[src/rtl/core/tvt_pkg.sv]
`timescale 1ns / 1ps
// tvt_pkg: shared types and constants of the touch velocity tracker.
// No dependencies; imported by every module of the block.
package tvt_pkg;

  localparam int GAP_W   = 16;
  localparam int WIN_W   = 20;
  localparam int SPEED_W = 31;
  localparam int NUM_W   = 52;
  localparam int QUO_W   = 32;
  localparam int DIV_CNT_W = 5;
  localparam logic [DIV_CNT_W-1:0] DIV_LAST = 5'd31;

  // 256000 = 125 << 11; one more shift doubles the numerator for rounding
  localparam logic [6:0] SPEED_SCALE = 7'd125;
  localparam int SCALE_SHIFT = 12;

  localparam logic [1:0] ACT_START   = 2'd0;
  localparam logic [1:0] ACT_SAMPLE  = 2'd1;
  localparam logic [1:0] ACT_RELEASE = 2'd2;

  localparam logic [1:0] REG_MIN_GAP   = 2'd0;
  localparam logic [1:0] REG_WINDOW    = 2'd1;
  localparam logic [1:0] REG_MAX_SPEED = 2'd2;

  typedef struct packed {
    logic load;
    logic start;
    logic decode;
    logic walk_init;
    logic walk_step;
    logic avg;
    logic mul;
    logic setup;
    logic div_step;
    logic post;
    logic out_load;
  } tvt_cmd_t;

  typedef struct packed {
    logic [1:0] action;
    logic       too_soon;
    logic       queue_empty;
    logic       walk_last;
    logic       cnt_gt1;
    logic       div_done;
  } tvt_status_t;

endpackage

[src/rtl/core/tvt_ctrl.sv]
`timescale 1ns / 1ps
// tvt_ctrl: sequencing state machine of the touch velocity tracker.
// Depends on tvt_pkg; drives the datapath through tvt_cmd_t.
module tvt_ctrl import tvt_pkg::*; (
  input  logic        clk,
  input  logic        rst_n,
  input  logic        in_valid,
  output logic        in_ready,
  input  logic        out_free,
  input  tvt_status_t status,
  output tvt_cmd_t    cmd
);

  typedef enum logic [8:0] {
    S_IDLE   = 9'b000000001,
    S_DECODE = 9'b000000010,
    S_MUL    = 9'b000000100,
    S_WALK   = 9'b000001000,
    S_AVG    = 9'b000010000,
    S_SETUP  = 9'b000100000,
    S_DIV    = 9'b001000000,
    S_POST   = 9'b010000000,
    S_FIN    = 9'b100000000
  } state_t;

  state_t state_r, state_nxt;

  assign in_ready = (state_r == S_IDLE);

  always_comb begin
    state_nxt = state_r;
    cmd = '0;
    unique case (state_r)
      S_IDLE: begin
        if (in_valid) begin
          cmd.load = 1'b1;
          state_nxt = S_DECODE;
        end
      end
      S_DECODE: begin
        cmd.decode = 1'b1;
        unique case (status.action)
          ACT_START: begin
            cmd.start = 1'b1;
            state_nxt = S_IDLE;
          end
          ACT_SAMPLE: begin
            state_nxt = status.too_soon ? S_IDLE : S_MUL;
          end
          ACT_RELEASE: begin
            cmd.walk_init = 1'b1;
            state_nxt = status.queue_empty ? S_AVG : S_WALK;
          end
          default: state_nxt = S_IDLE;
        endcase
      end
      S_MUL: begin
        cmd.mul = 1'b1;
        state_nxt = S_SETUP;
      end
      S_WALK: begin
        cmd.walk_step = 1'b1;
        if (status.walk_last) state_nxt = S_AVG;
      end
      S_AVG: begin
        cmd.avg = 1'b1;
        state_nxt = status.cnt_gt1 ? S_SETUP : S_FIN;
      end
      S_SETUP: begin
        cmd.setup = 1'b1;
        state_nxt = S_DIV;
      end
      S_DIV: begin
        cmd.div_step = 1'b1;
        if (status.div_done) state_nxt = S_POST;
      end
      S_POST: begin
        cmd.post = 1'b1;
        state_nxt = S_FIN;
      end
      S_FIN: begin
        if (out_free) begin
          cmd.out_load = 1'b1;
          state_nxt = S_IDLE;
        end
      end
      default: state_nxt = S_IDLE;
    endcase
  end

  always_ff @(posedge clk) begin
    if (!rst_n) state_r <= S_IDLE;
    else        state_r <= state_nxt;
  end

endmodule

[src/rtl/core/tvt_dp.sv]
`timescale 1ns / 1ps
// tvt_dp: datapath of the touch velocity tracker: reference sample, velocity
// queue, walk accumulator and a shared radix-2 divider. Depends on tvt_pkg.
module tvt_dp import tvt_pkg::*; #(
  parameter int QUEUE_DEPTH = 5
) (
  input  logic                clk,
  input  logic                rst_n,
  input  tvt_cmd_t            cmd,
  output tvt_status_t         status,
  input  logic [1:0]          in_action,
  input  logic signed [31:0]  in_position,
  input  logic [31:0]         in_timestamp,
  input  logic [GAP_W-1:0]    cfg_min_gap,
  input  logic [WIN_W-1:0]    cfg_window,
  input  logic [SPEED_W-1:0]  cfg_max_speed,
  output logic signed [31:0]  result,
  output logic                kind
);

  localparam int IDX_W = (QUEUE_DEPTH > 1) ? $clog2(QUEUE_DEPTH) : 1;
  localparam int CNT_W = $clog2(QUEUE_DEPTH + 1);
  localparam int SUM_W = 32 + $clog2(QUEUE_DEPTH);
  localparam logic [IDX_W-1:0] LAST_IDX = IDX_W'(QUEUE_DEPTH - 1);
  localparam logic [CNT_W-1:0] DEPTH_C  = CNT_W'(QUEUE_DEPTH);
  localparam logic [IDX_W:0]   DEPTH_E  = (IDX_W + 1)'(QUEUE_DEPTH);

  logic [1:0]         action_r;
  logic [31:0]        pos_r;
  logic [31:0]        ts_r;
  logic               kind_r;
  logic [31:0]        last_time_r;
  logic [31:0]        last_pos_r;
  logic [31:0]        dt_r;
  logic               neg_r;
  logic [32:0]        mag_r;
  logic [NUM_W-1:0]   num_r;
  logic [31:0]        den_r;
  logic               ovf_r;
  logic [31:0]        rem_r, rem_nxt;
  logic [QUO_W-1:0]   quo_r, quo_nxt;
  logic [DIV_CNT_W-1:0] div_cnt_r;
  logic [31:0]        stamp_r [QUEUE_DEPTH];
  logic signed [31:0] speed_r [QUEUE_DEPTH];
  logic [CNT_W-1:0]   count_r;
  logic [IDX_W-1:0]   head_r;
  logic [IDX_W-1:0]   ptr_r;
  logic [CNT_W-1:0]   walk_i_r;
  logic signed [SUM_W-1:0] sum_r;
  logic [CNT_W-1:0]   acc_cnt_r;
  logic signed [31:0] result_r, result_nxt;

  // sample decode
  logic [31:0] dt_c;
  logic [32:0] d_c, mag_c;
  logic        too_soon_c;
  assign dt_c = ts_r - last_time_r;
  assign too_soon_c = !(!dt_c[31] && (dt_c > {16'b0, cfg_min_gap}));
  assign d_c = {last_pos_r[31], last_pos_r} - {pos_r[31], pos_r};
  assign mag_c = d_c[32] ? (33'd0 - d_c) : d_c;

  // scaled numerator: 2 * |d| * 256000 + dt
  logic [39:0]      prod_c;
  logic [NUM_W-1:0] num_mul_c;
  assign prod_c = 40'(mag_r) * 40'(SPEED_SCALE);
  assign num_mul_c = {prod_c, SCALE_SHIFT'(0)} + NUM_W'(dt_r);

  // queue walk
  logic [31:0]      age_c;
  logic             hit_c;
  logic [IDX_W-1:0] ptr_inc;
  assign age_c = ts_r - stamp_r[ptr_r];
  assign hit_c = age_c[31] || (age_c < {12'b0, cfg_window});
  assign ptr_inc = (ptr_r == LAST_IDX) ? '0 : ptr_r + 1'b1;

  // average numerator: 2 * |sum| + count
  logic [SUM_W-1:0] abs_sum_c;
  logic [NUM_W-1:0] num_avg_c;
  assign abs_sum_c = sum_r[SUM_W-1] ? SUM_W'(-sum_r) : SUM_W'(sum_r);
  assign num_avg_c = NUM_W'({abs_sum_c, 1'b0}) + NUM_W'(acc_cnt_r);

  // divider step
  logic [32:0] shifted_c, diff_c;
  logic        ge_c;
  logic        ovf_c;
  assign shifted_c = {rem_r, quo_r[QUO_W-1]};
  assign diff_c = shifted_c - {1'b0, den_r};
  assign ge_c = shifted_c >= {1'b0, den_r};
  assign ovf_c = {12'b0, num_r} >= {den_r, 32'b0};
  assign rem_nxt = ge_c ? diff_c[31:0] : shifted_c[31:0];
  assign quo_nxt = {quo_r[QUO_W-2:0], ge_c};

  // clamp and saturate
  logic [32:0] mag_eff_c, mag_clip_c;
  always_comb begin
    mag_eff_c = ovf_r ? 33'h1_0000_0000 : {1'b0, quo_r};
    mag_clip_c = mag_eff_c;
    if (!kind_r && (cfg_max_speed != '0) && (mag_eff_c > {2'b0, cfg_max_speed}))
      mag_clip_c = {2'b0, cfg_max_speed};
    if (neg_r) begin
      if (mag_clip_c >= 33'h0_8000_0000) result_nxt = 32'sh8000_0000;
      else                               result_nxt = 32'(33'd0 - mag_clip_c);
    end else begin
      if (mag_clip_c > 33'h0_7FFF_FFFF) result_nxt = 32'sh7FFF_FFFF;
      else                              result_nxt = mag_clip_c[31:0];
    end
  end

  // push slot
  logic [IDX_W:0]   slot_sum_c;
  logic [IDX_W-1:0] slot_c, head_inc;
  logic             full_c;
  assign full_c = (count_r == DEPTH_C);
  assign slot_sum_c = (IDX_W + 1)'(head_r) + (IDX_W + 1)'(count_r);
  assign head_inc = (head_r == LAST_IDX) ? '0 : head_r + 1'b1;
  always_comb begin
    if (full_c)                   slot_c = head_r;
    else if (slot_sum_c >= DEPTH_E) slot_c = IDX_W'(slot_sum_c - DEPTH_E);
    else                          slot_c = slot_sum_c[IDX_W-1:0];
  end

  always_ff @(posedge clk) begin
    if (cmd.load) begin
      action_r <= in_action;
      pos_r    <= in_position;
      ts_r     <= in_timestamp;
      kind_r   <= (in_action == ACT_RELEASE);
    end
    if (cmd.decode) begin
      dt_r  <= dt_c;
      neg_r <= d_c[32];
      mag_r <= mag_c;
    end
    if (cmd.mul) begin
      num_r <= num_mul_c;
      den_r <= {dt_r[30:0], 1'b0};
    end
    if (cmd.walk_init) begin
      ptr_r     <= head_r;
      walk_i_r  <= '0;
      sum_r     <= '0;
      acc_cnt_r <= '0;
    end
    if (cmd.walk_step) begin
      ptr_r    <= ptr_inc;
      walk_i_r <= walk_i_r + 1'b1;
      if (hit_c) begin
        sum_r     <= sum_r + SUM_W'(speed_r[ptr_r]);
        acc_cnt_r <= acc_cnt_r + 1'b1;
      end
    end
    if (cmd.avg) begin
      num_r    <= num_avg_c;
      den_r    <= 32'({acc_cnt_r, 1'b0});
      neg_r    <= sum_r[SUM_W-1];
      result_r <= sum_r[31:0];
    end
    if (cmd.setup) begin
      ovf_r     <= ovf_c;
      rem_r     <= 32'(num_r[NUM_W-1:32]);
      quo_r     <= num_r[31:0];
      div_cnt_r <= '0;
    end
    if (cmd.div_step) begin
      rem_r     <= rem_nxt;
      quo_r     <= quo_nxt;
      div_cnt_r <= div_cnt_r + 1'b1;
    end
    if (cmd.post) result_r <= result_nxt;
    if (cmd.post && !kind_r) begin
      stamp_r[slot_c] <= ts_r;
      speed_r[slot_c] <= result_nxt;
    end
  end

  always_ff @(posedge clk) begin
    if (!rst_n) begin
      last_time_r <= '0;
      last_pos_r  <= '0;
      count_r     <= '0;
      head_r      <= '0;
    end else begin
      if (cmd.start) begin
        last_time_r <= ts_r;
        last_pos_r  <= pos_r;
        count_r     <= '0;
        head_r      <= '0;
      end
      if (cmd.avg || (cmd.post && kind_r)) begin
        count_r <= '0;
        head_r  <= '0;
      end
      if (cmd.post && !kind_r) begin
        last_time_r <= ts_r;
        last_pos_r  <= pos_r;
        if (full_c) head_r  <= head_inc;
        else        count_r <= count_r + 1'b1;
      end
    end
  end

  assign status.action      = action_r;
  assign status.too_soon    = too_soon_c;
  assign status.queue_empty = (count_r == '0);
  assign status.walk_last   = (CNT_W'(walk_i_r + 1'b1) == count_r);
  assign status.cnt_gt1     = (acc_cnt_r > CNT_W'(1));
  assign status.div_done    = (div_cnt_r == DIV_LAST);

  assign result = result_r;
  assign kind   = kind_r;

`ifndef SYNTHESIS
  a_count_bound: assert property (@(posedge clk) disable iff (!rst_n)
    count_r <= DEPTH_C) else $error("queue count above depth");
  a_head_bound: assert property (@(posedge clk) disable iff (!rst_n)
    head_r <= LAST_IDX) else $error("queue head out of range");
  a_walk_range: assert property (@(posedge clk) disable iff (!rst_n)
    cmd.walk_step |-> (walk_i_r < count_r)) else $error("walk past queue end");
`endif

endmodule

[src/rtl/core/touch_velocity_tracker.sv]
`timescale 1ns / 1ps
// Start item, ignored sample, or unused action: decoded, then idle again; no result.
// Sample: decode, multiply, setup, 32-step radix-2 divider, clamp, then out_valid once the
// output register is free. Release with N queued entries: queue walk at one entry a cycle,
// then the average, and the divider only when more than one entry is recent.
// One item in flight; a held result does not block the next accept.
// Reset (rst_n low, synchronous) restores register defaults, empties the queue.
module touch_velocity_tracker import tvt_pkg::*; #(
  parameter int QUEUE_DEPTH = 5
) (
  input  logic               clk,
  input  logic               rst_n,
  input  logic               in_valid,
  output logic               in_ready,
  input  logic [1:0]         in_action,
  input  logic signed [31:0] in_position,
  input  logic [31:0]        in_timestamp,
  output logic               out_valid,
  input  logic               out_ready,
  output logic signed [31:0] out_velocity,
  output logic               out_kind,
  input  logic               cfg_valid,
  output logic               cfg_ready,
  input  logic [1:0]         cfg_index,
  input  logic [31:0]        cfg_data
);

  logic [GAP_W-1:0]   min_gap_r;
  logic [WIN_W-1:0]   window_r;
  logic [SPEED_W-1:0] max_speed_r;

  logic               out_valid_r, out_valid_nxt;
  logic signed [31:0] out_velocity_r;
  logic               out_kind_r;

  tvt_cmd_t           cmd;
  tvt_status_t        status;
  logic signed [31:0] dp_result;
  logic               dp_kind;
  logic               out_free;

  assign cfg_ready = 1'b1;
  assign out_free  = !out_valid_r || out_ready;

  always_ff @(posedge clk) begin
    if (!rst_n) begin
      min_gap_r   <= GAP_W'(5000);
      window_r    <= WIN_W'(100000);
      max_speed_r <= '0;
    end else if (cfg_valid && cfg_ready) begin
      unique case (cfg_index)
        REG_MIN_GAP:   min_gap_r   <= cfg_data[GAP_W-1:0];
        REG_WINDOW:    window_r    <= cfg_data[WIN_W-1:0];
        REG_MAX_SPEED: max_speed_r <= cfg_data[SPEED_W-1:0];
        default: ;
      endcase
    end
  end

  always_comb begin
    out_valid_nxt = out_valid_r;
    if (cmd.out_load)  out_valid_nxt = 1'b1;
    else if (out_ready) out_valid_nxt = 1'b0;
  end

  always_ff @(posedge clk) begin
    if (!rst_n) out_valid_r <= 1'b0;
    else        out_valid_r <= out_valid_nxt;
  end

  always_ff @(posedge clk) begin
    if (cmd.out_load) begin
      out_velocity_r <= dp_result;
      out_kind_r     <= dp_kind;
    end
  end

  assign out_valid    = out_valid_r;
  assign out_velocity = out_velocity_r;
  assign out_kind     = out_kind_r;

  tvt_ctrl u_ctrl (
    .clk      (clk),
    .rst_n    (rst_n),
    .in_valid (in_valid),
    .in_ready (in_ready),
    .out_free (out_free),
    .status   (status),
    .cmd      (cmd)
  );

  tvt_dp #(
    .QUEUE_DEPTH (QUEUE_DEPTH)
  ) u_dp (
    .clk           (clk),
    .rst_n         (rst_n),
    .cmd           (cmd),
    .status        (status),
    .in_action     (in_action),
    .in_position   (in_position),
    .in_timestamp  (in_timestamp),
    .cfg_min_gap   (min_gap_r),
    .cfg_window    (window_r),
    .cfg_max_speed (max_speed_r),
    .result        (dp_result),
    .kind          (dp_kind)
  );

`ifndef SYNTHESIS
  a_one_in_flight: assert property (@(posedge clk) disable iff (!rst_n)
    (in_valid && in_ready) |=> !in_ready) else $error("accept while busy");
  a_no_overwrite: assert property (@(posedge clk) disable iff (!rst_n)
    cmd.out_load |-> out_free) else $error("result register overwritten");
  a_load_shows: assert property (@(posedge clk) disable iff (!rst_n)
    cmd.out_load |=> out_valid) else $error("loaded result not shown");
`endif

endmodule

[config.mk]
export PLATFORM = sky130hd
export DESIGN_NAME = touch_velocity_tracker
export DESIGN_NICKNAME = d
export VERILOG_FILES = /design/src/rtl/core/tvt_pkg.sv /design/src/rtl/core/tvt_ctrl.sv /design/src/rtl/core/tvt_dp.sv /design/src/rtl/core/touch_velocity_tracker.sv
export SDC_FILE = /design/constraint.sdc
export NUM_CORES = 2
export LEC_CHECK = 0
export ABC_AREA = 1
export BUFFER_PORTS_ARGS = -buffer_cell sky130_fd_sc_hd__buf_2
export CORE_MARGIN = 2
export CORE_UTILIZATION = 50
export DETAILED_ROUTE_END_ITERATION = 8
export MAX_ROUTING_LAYER = met4
export PLACE_DENSITY = 0.69
export SYNTH_ARGS = -nofsm -noshare
export SYNTH_HDL_FRONTEND = slang
export SYNTH_HIERARCHICAL = 1
export SYNTH_SLANG_ARGS = --single-unit
export TNS_END_PERCENT = 50
[constraint.sdc]
create_clock -name clk -period 8.3 [get_ports clk]
set_clock_uncertainty 0.05 [all_clocks]
set_input_delay 2.075 -clock clk [delete_from_list [all_inputs] [get_ports clk]]
set_output_delay 2.075 -clock clk [all_outputs]
set_load 0.02 [all_outputs]
==> results.toml <==
[run_status]
status = "completed"

[yosys]
syn_nets = 7787
ys_async_sr_fraction_pct = 0
synth_area_um2 = 58060
yosys.cell_count.top_type = "nand2_1"
yosysTopAreaCellShare_pct = 33.51
ys_ff_latch = 864
synth_cell_type_count = 71
synth_edf_count = 648
synthCells = 7176
synth-main-ff-cell = "edfxtp_1"
syn_area_per_cell_um2 = 8.091
synth_area_leader_cell = "edfxtp_1"
ys_warn_count = 6
synthTopCellsByArea = "edfxtp_1, nand2_1, ha_1"
synthTopCellsByCount = "nand2_1, inv_1, nor2_1, edfxtp_1, o21ai_0"
yosysSeqAreaShare_pct = 40.96

[hold_path]
hp-class = "register to register"

[power]
peakVddDrop_mv = 0.5702
power.density_nw_per_um2 = 435.9
p_leak_nw = 28.19

[sta]
clock.fmax_mhz = 151.7
period_minus_slack_ps = 6593
rsz0062_at_grt = "false"
setup_viol = 0
relSlewSlack_pct = 18.69
tightest_slew_ps = 1217
final_hold_viol_count = 0
min_period_over_period_pct = 79.44
fin_setup_tns_ps = 0
maxSlewViolCount = 0

[worst_setup_path]
reg2reg_slack_ps = 1710
cp_num_buf_inv = 5
cp_slowest_cell = "fa_1"
worstPathRequired_ps = 8700
critPathMaxStageDelay_ps = 540
cp-start-kind = "register"
cp_max_fo = 5
end_kind = "register"
worstSetupPathType = "register to register"
path_delay_family = "adder cells"
arrival_ps = 6990

[global_route]
grt_start_max_net_pins = 95
grt_pass1_wl_um = 259500
grt.total_usage_pct = 28.96
antenna_found_initial = 3
grt_pass1_vias = 46440
overflow = 0

[detailed_routing]
drt_wl_total_um = 168100
viasPerCell = 5.500
vias = 48770
wl_per_cell_um = 18.96
dr.first_iter.drc_count = 4187
dr.pass1.iters = 8
drc_errors = 0
ant_nets = 0

[cells_and_area]
final_layout_size_suffix_gt1_share_pct = 6.702
fin_util_pct = 54.81
final-instance-count-excl-fill = 8868
syn_to_final_growth_pct = 9.245
finalNetCount = 7871

[cts]
cts_hold_buf = 0
path_clk_slew_ps = 60
ctsLongestPathBuffers = 3
cts_buffers = 95
h-tree-depth = 3
insertion_delay_ps = 720
cts_num_sinks = 864
cts_tree = "built"
cts-resized-gates = 0
post-cts-setup-buffer-count = 0
cts_root_buf = "clkbuf_16"

[die]
core_um2 = 115700
die_w_um = 344.8
chipHeight_um = 344.8
start_util_pct = 50.17
dieArea_um2 = 118900
rows = 125
io_pins = 141

[placement]
gp_congestion = 1.004
port-buffer-count = 138
numPlacedInstances = 8687
dp_hpwl_um = 129500

[run]
maxCapViolCount = 0
-- cell families after synthesis --
family	share of synthesized area, %
flops	40.96
compound gates	11.41
xor+xnor	3.541
mux	0.5172
fa+ha+maj	12.58
simple gates	23.06
buf+inv	7.919
other cells	0.006459
-- metrics by stage --
step | area, um^2 | hold slack, ps | total power, mW | worst slack (ps)
2_1_floorplan | 58060 | 350.3 | 18.54 | 981.8
6_report | 63430 | 366.7 | 27.65 | 1707
3_5_place_dp | 60180 | 354.5 | 23.03 | 1782
4_1_cts | 63420 | 369.0 | 27.46 | 1762
5_1_grt | 63430 | 372.9 | 30.15 | 1318
3_3_place_gp | 60180 | 351.6 | 22.89 | 1811
-- per-layer routing --
layer	vias to the layer above	routed length, um	GRT usage, %
li1	23970	-	-
met1	23000	75680	38.91
met2	1505	77630	46.24
met3	299	9305	3.144
met4	0	5533	8.892
met5	-	0	-
-- report_power, final --
group	internal, mW	total [mW]	leakage (nW)	switching, mW
Combinational	5.80	17.4	19.0	11.6
Sequential	5.62	5.95	7.59	0.329
Clock	2.54	4.34	1.57	1.80
Total	14.0	27.6	28.2	13.7
-- state kept, by name, summed over array words and instances, names as in the netlist, 33 cells and up, named ones only --
name	count
u_dp/sum_r	35
u_dp/speed_r	160
u_dp/num_r	51
u_dp/stamp_r	160
u_dp/mag_r	33
-- final cells by class --
cell class | instances | area [um^2]
diodes | 3 | 7.507
fillers | 10750 | 52310
inverters | 977 | 3669
flip-flops and latches | 864 | 23790
multi-input cells | 5138 | 29740
clock buffers | 112 | 2535
well taps | 1524 | 1907
clock inverters | 66 | 703.2
repair buffers | 184 | 1076
-- path summary, 6_finish.rpt --
check                             from                           end  cells after the start
min          u_dp/result[10]$_DFFE_PP_    out_velocity[10]$_DFFE_PP_                      0
max            u_dp/mag_r[5]$_DFFE_PP_  u_dp/num_r[44]$_SDFFCE_PP0P_                     27
min reg2reg  u_dp/result[10]$_DFFE_PP_    out_velocity[10]$_DFFE_PP_                      0
max reg2reg    u_dp/mag_r[5]$_DFFE_PP_  u_dp/num_r[44]$_SDFFCE_PP0P_                     27
-- worst reg2reg max path: cells and delay by family (launching register included) --
family	cells	cell delay [ps]
AOI/OAI and AO/OA	4	950
adders and majority gates	6	2730
DFF	1	430
xor gates and xnor gates	1	210
buffers and inverters	5	580
and+or+nand+nor	11	1420
-- layout by cell type, fill, tap and decap left out, types with 11 or more instances in the layout --
cell type  count
inv_1        955
nand3b_1      16
a31oi_1       65
mux2i_1       30
clkbuf_16     98
bufinv_16     11
nor3_1        57
nand2_1     1611
edfxtp_1     648
nor2_1       852
nor2_4        27
clkinv_2      16
xnor2_1       76
xor2_1       155
nand4_1       83
nand3_2       18
a21oi_1      450
nand3_1      382
o22ai_1       35
a21boi_0      14
nor2_2        22
fa_1         130
or2_2         14
nand2_2       28
buf_2        137
clkinv_1      21
o21ai_1       24
buf_4         44
a21o_1        32
nor4_1        23
o21a_1        25
o21ai_0      457
inv_2         19
o211ai_1      15
o21bai_1      29
clkbuf_1      11
dfxtp_1      213
ha_1         376
No activity file was read; power rests on OpenSTA's default activity.
